==> src/hw/rtl/pphit_pkg.sv <==
// Package with sizes, operation codes and controller/datapath structs for the hit test.
package pphit_pkg;

  localparam int MAX_POINTS = 64;
  localparam int AW         = $clog2(MAX_POINTS);
  localparam int CNT_W      = $clog2(MAX_POINTS + 1);
  localparam int CW         = 32;
  localparam int TW         = 31;
  localparam int DW         = CW + 1;
  localparam int OPW        = 68;
  localparam int DIG        = OPW / 2;
  localparam int PW         = 2 * OPW;
  localparam int SW         = PW + 1;
  localparam int LW         = 67;
  localparam int T2W        = 2 * TW;

  typedef logic [3:0] op_t;

  localparam op_t OP_TOL = 4'd0;
  localparam op_t OP_LXX = 4'd1;
  localparam op_t OP_LYY = 4'd2;
  localparam op_t OP_DX  = 4'd3;
  localparam op_t OP_DY  = 4'd4;
  localparam op_t OP_Q1A = 4'd5;
  localparam op_t OP_Q2A = 4'd6;
  localparam op_t OP_Q1B = 4'd7;
  localparam op_t OP_Q2B = 4'd8;
  localparam op_t OP_C1  = 4'd9;
  localparam op_t OP_C2  = 4'd10;
  localparam op_t OP_C3  = 4'd11;
  localparam op_t OP_C4  = 4'd12;

  typedef struct packed {
    logic          wr_en;
    logic          q_load;
    logic          rd_en;
    logic [AW-1:0] rd_addr;
    logic          lat_a;
    logic          lat_b;
    logic          mul_start;
    op_t           op;
    logic          res_load;
  } cmd_t;

  typedef struct packed {
    logic             mul_done;
    logic             degen;
    logic             dot_le0;
    logic             far;
    logic             hit;
    logic [CNT_W-1:0] count;
  } status_t;

endpackage

==> src/hw/rtl/pphit_ctrl.sv <==
// Controller state machine: request handshake, segment walk and product sequencing.
module pphit_ctrl (
  input  logic                   clk,
  input  logic                   rst_n,
  input  logic                   in_valid,
  output logic                   in_ready,
  input  logic                   in_opcode,
  output logic                   out_valid,
  input  logic                   out_ready,
  output pphit_pkg::cmd_t        cmd,
  input  pphit_pkg::status_t     st
);

  localparam logic [3:0] S_IDLE  = 4'd0;
  localparam logic [3:0] S_MUL   = 4'd1;
  localparam logic [3:0] S_ISSUE = 4'd2;
  localparam logic [3:0] S_SEG   = 4'd3;
  localparam logic [3:0] S_RDB   = 4'd4;
  localparam logic [3:0] S_LATB  = 4'd5;
  localparam logic [3:0] S_CHK   = 4'd6;
  localparam logic [3:0] S_DEC   = 4'd7;
  localparam logic [3:0] S_EVAL  = 4'd8;
  localparam logic [3:0] S_DONE  = 4'd9;

  logic [3:0]                state_r, state_nxt;
  logic [pphit_pkg::AW-1:0]  idx_r, idx_nxt;
  pphit_pkg::op_t            op_r, op_nxt;
  logic                      out_valid_r, out_valid_nxt;

  assign in_ready  = (state_r == S_IDLE);
  assign out_valid = out_valid_r;

  always_comb begin
    state_nxt     = state_r;
    idx_nxt       = idx_r;
    op_nxt        = op_r;
    out_valid_nxt = out_valid_r && !out_ready;
    cmd           = '0;
    cmd.op        = op_r;
    unique case (state_r)
      S_IDLE: begin
        if (in_valid) begin
          if (!in_opcode) begin
            cmd.wr_en = 1'b1;
          end else begin
            cmd.q_load    = 1'b1;
            cmd.mul_start = 1'b1;
            cmd.op        = pphit_pkg::OP_TOL;
            op_nxt        = pphit_pkg::OP_TOL;
            state_nxt     = S_MUL;
          end
        end
      end
      S_MUL: begin
        if (st.mul_done) begin
          state_nxt = S_ISSUE;
          unique case (op_r)
            pphit_pkg::OP_TOL: begin idx_nxt = '0; state_nxt = S_SEG; end
            pphit_pkg::OP_LXX: op_nxt = pphit_pkg::OP_LYY;
            pphit_pkg::OP_LYY: op_nxt = pphit_pkg::OP_DX;
            pphit_pkg::OP_DX:  op_nxt = pphit_pkg::OP_DY;
            pphit_pkg::OP_DY:  state_nxt = S_DEC;
            pphit_pkg::OP_Q1A: op_nxt = pphit_pkg::OP_Q2A;
            pphit_pkg::OP_Q1B: op_nxt = pphit_pkg::OP_Q2B;
            pphit_pkg::OP_C1:  op_nxt = pphit_pkg::OP_C2;
            pphit_pkg::OP_C2:  op_nxt = pphit_pkg::OP_C3;
            pphit_pkg::OP_C3:  op_nxt = pphit_pkg::OP_C4;
            default:           state_nxt = S_EVAL;
          endcase
        end
      end
      S_ISSUE: begin
        cmd.mul_start = 1'b1;
        state_nxt     = S_MUL;
      end
      S_SEG: begin
        if (pphit_pkg::CNT_W'(idx_r) + 1'b1 < st.count) begin
          cmd.rd_en   = 1'b1;
          cmd.rd_addr = idx_r;
          state_nxt   = S_RDB;
        end else begin
          state_nxt = S_DONE;
        end
      end
      S_RDB: begin
        cmd.lat_a   = 1'b1;
        cmd.rd_en   = 1'b1;
        cmd.rd_addr = idx_r + 1'b1;
        state_nxt   = S_LATB;
      end
      S_LATB: begin
        cmd.lat_b = 1'b1;
        state_nxt = S_CHK;
      end
      S_CHK: begin
        if (st.degen) begin
          state_nxt = S_EVAL;
        end else begin
          cmd.mul_start = 1'b1;
          cmd.op        = pphit_pkg::OP_LXX;
          op_nxt        = pphit_pkg::OP_LXX;
          state_nxt     = S_MUL;
        end
      end
      S_DEC: begin
        priority if (st.dot_le0) op_nxt = pphit_pkg::OP_Q1A;
        else if (st.far)         op_nxt = pphit_pkg::OP_Q1B;
        else                     op_nxt = pphit_pkg::OP_C1;
        state_nxt = S_ISSUE;
      end
      S_EVAL: begin
        if (st.hit) begin
          state_nxt = S_DONE;
        end else begin
          idx_nxt   = idx_r + 1'b1;
          state_nxt = S_SEG;
        end
      end
      S_DONE: begin
        if (!out_valid_r) begin
          cmd.res_load  = 1'b1;
          out_valid_nxt = 1'b1;
          state_nxt     = S_IDLE;
        end
      end
      default: state_nxt = S_IDLE;
    endcase
  end

  always_ff @(posedge clk) begin
    if (!rst_n) begin
      state_r     <= S_IDLE;
      idx_r       <= '0;
      op_r        <= pphit_pkg::OP_TOL;
      out_valid_r <= 1'b0;
    end else begin
      state_r     <= state_nxt;
      idx_r       <= idx_nxt;
      op_r        <= op_nxt;
      out_valid_r <= out_valid_nxt;
    end
  end

endmodule

==> config.mk <==
export PLATFORM = sky130hd
export DESIGN_NAME = pphit_ctrl
export DESIGN_NICKNAME = d
export VERILOG_FILES = /design/src/hw/rtl/pphit_pkg.sv /design/src/hw/rtl/pphit_ctrl.sv
export SDC_FILE = /design/constraint.sdc
export NUM_CORES = 1
export LEC_CHECK = 0
export ABC_AREA = 1
export BUFFER_PORTS_ARGS = -buffer_cell sky130_fd_sc_hd__buf_2
export CORE_ASPECT_RATIO = 1.1
export CORE_UTILIZATION = 50
export CTS_CLUSTER_DIAMETER = 200
export DETAILED_ROUTE_END_ITERATION = 8
export GPL_TIMING_DRIVEN = 0
export PLACE_DENSITY = 0.81
export SYNTH_ARGS = -nofsm -noshare
export SYNTH_HDL_FRONTEND = slang
export SYNTH_SLANG_ARGS = --single-unit
==> constraint.sdc <==
create_clock -name clk -period 4.05 [get_ports clk]
set_clock_uncertainty 0.1 [all_clocks]
set_input_delay 0.81 -clock clk [delete_from_list [all_inputs] [get_ports clk]]
set_output_delay 0.81 -clock clk [all_outputs]
set_load 0.01 [all_outputs]
==> flow_summary_export.csv <==
group,metric,value,unit
die,num_rows,19,
detailed_routing,vias,1466,
timing,period_minus_slack,3280,ps
die,dieArea,2890,um^2
synth,synth_most_common_cell,"nand2_1",
global_routing,grt_max_degree,11,
timing,rsz0062_at_grt,"false",
synth,yosys.area.top_type_share,22.4,%
timing,setup_viol,0,
global_routing,grt_pass1_vias,1236,
cells_and_area,multi_input_comb_area,896,um^2
placed_design,dp_slack,1060,ps
cells_and_area,drive_gt1_share,25.1,%
worst_setup_path,rr_worst_depth,11,
clocking,cts_tree,"built",
synth,async_flop_share,0,%
synth,synth_top_area_cell,"dfxtp_1",
synth,synth_cells,216,
synth,yosysSeqAreaShare,22.4,%
min_path,hp-class,"flop to flop",
cells_and_area,seq_area,300,um^2
global_routing,grt.total_usage,22.3,%
detailed_routing,drc,0,
clocking,cts.root.buffer_cell,"clkbuf_4",
clocking,cts_made_buffers,3,
global_routing,grt_pass1_wl,5.09,mm
synth,syn_area,1340,um^2
worst_setup_path,crit_chain,"nand3_1 -> nor3_2 -> xor2_1 -> ha_1 -> nand2_1 -> a21oi_1 -> nor2_1 -> nand3_1 -> inv_1 -> a22o_1 -> buf_2",
placed_design,placed_cell_area,1550,um^2
synth,ys.flop_type,"dfxtp_1",
power,power.density,389,nW/um^2
detailed_routing,ant_nets,0,
timing,fmax,0.305,GHz
clocking,clk_latency,270,ps
global_routing,antenna_found_initial,0,
worst_setup_path,max_stage_delay,440,ps
cells_and_area,antenna_cells,0,
clocking,cts_buffer_depth,2,
clocking,clk_pin_slew,90,ps
die,start_util,53.1,%
timing,hold_violations,0,
cells_and_area,final_cell_area,1580,um^2
die,core,2520,um^2
synth,synth-edff-count,0,
cells_and_area,fin_nets,280,
timing,tightest_slew,390,ps
worst_setup_path,cp_common_cell,"nand3_1",
worst_setup_path,crit_fanout,6,
die,die_width,51.3,um
detailed_routing,drt-total-wl,3.01,mm
timing,postLayoutSetupSlackWorst,769,ps
global_routing,overflow,0,
placed_design,hpwl,2.55,mm
cells_and_area,fillers,273,
timing,period_share,81.0,%
flow_run,drv_cap,0,
worst_setup_path,critical_path.endpoint_type,"output pin",
worst_setup_path,cp_slowest_cell,"dfxtp_1",
synth,synthTopCellsByArea,"dfxtp_1 (22%), nand2_1 (14%), inv_1 (9.0%)",
cells_and_area,area_growth,17.9,%
placed_design,portBuffers,35,
cells_and_area,finalNonFillerCells,286,
worst_setup_path,crit_required,3140,ps
synth,yosysWarnings,0,
synth,postSynthAreaPerCell,6.20,um^2
power,irDropWorstVdd,0.301,mV
die,num_io_pins,36,
detailed_routing,viasPerCell,5.13,
clocking,clock-sinks,15,
synth,ys_ff_latch,15,
detailed_routing,avgRoutedWirePerCell,10.5,um
clocking,htreeDepth,1,
detailed_routing,drt_iter0_markers,51,
clocking,cts-resized-gates,0,
min_path,min_path_cells,2,
run_status,status,"finished, final reports clean",
timing,drv_slew,0,
detailed_routing,dr.pass1.iters,4,
clocking,cts_hold_buf,0,
cells_and_area,postLayoutCoreUtil,62.7,%
synth,ys_types,30,
synth,synthTopCellsByCount,"nand2_1 (49), inv_1 (32), nor2_1 (28)",
synth,synth_nets,240,
timing,setup_tns,0,ps
die,die_y,56.3,um
placed_design,gp_congestion,0.914,
clocking,cts_setup_buffers,0,
timing,max_slew_margin,73.9,%
power,leakage,0.861,nW
worst_setup_path,cp-start-kind,"flop",
worst_setup_path,crit_type,"flop to output pin",
worst_setup_path,crit_arrival,2370,ps
placed_design,place_inst,282,
-- cells in the final DEF, fill, tap and decap left out, types with 6 or more instances in the layout --
cell type	count
nor2_1	28
o22ai_1	6
a21oi_1	14
nand2_1	49
dfxtp_1	15
o21ai_0	7
nand3_1	13
nor2_2	6
ha_1	7
inv_1	32
buf_2	35
-- metal layers --
layer / vias to the layer above / GRT usage (%) / wire length [um]
li1: 775 / - / -
met3: 2 / 1.90 / 129
met4: 0 / 5.79 / 22
met5: - / 0 / 0
met1: 654 / 32.6 / 1570
met2: 35 / 35.0 / 1290
-- final timing paths --
path	from	endpoint	slack, ps
max	idx_r[2]	cmd[10]	770
min reg2reg	idx_r[4]	idx_r[4]	390
max reg2reg	idx_r[2]	state_r[2]	1830
min	idx_r[4]	idx_r[4]	390
-- layout make-up --
type                       count  area share, %
multi-input combinational    163           56.7
sequential                    15           19.0
timing repair buffer          35           11.1
inverter                      38           9.03
tap                           31           2.46
clock buffer                   4           1.66
-- sequential cells by signal, summed over array words and instances, names as in the netlist --
signal and flops:
idx_r 6, op_r 4, state_r 4, out_valid 1
-- critical path: cells and delay by family, from the launching register on --
family                   cells  cell delay, ps
AND/OR/NAND/NOR              5             700
flip-flops                   1             440
adder cells (fa/ha/maj)      1             280
XOR/XNOR                     1             270
buffers and inverters        2             240
AO/OA/AOI/OAI                2             160
-- report_power, final --
group / switching, mW / internal (mW)
registers: 0.0275 / 0.169
clock network: 0.0436 / 0.0381
logic: 0.216 / 0.120
total: 0.287 / 0.327
-- logic make-up after synthesis --
| kind of cell | share of synthesized area (%) |
|---|---|
| AND/OR/NAND/NOR | 42.2 |
| buffers and inverters | 10.7 |
| AO/OA/AOI/OAI | 16.3 |
| flip-flops | 22.4 |
| adder cells (fa/ha/maj) | 6.54 |
| XOR/XNOR | 1.96 |
-- through the flow --
step | hold slack, ps | total power, mW
after floorplan | 352 | 0.453
after global placement | 366 | 0.530
after detailed placement | 381 | 0.535
after CTS | 394 | 0.616
after global routing | 410 | 0.671
final | 389 | 0.614
Note: power is estimated with default switching activity, not from simulation.
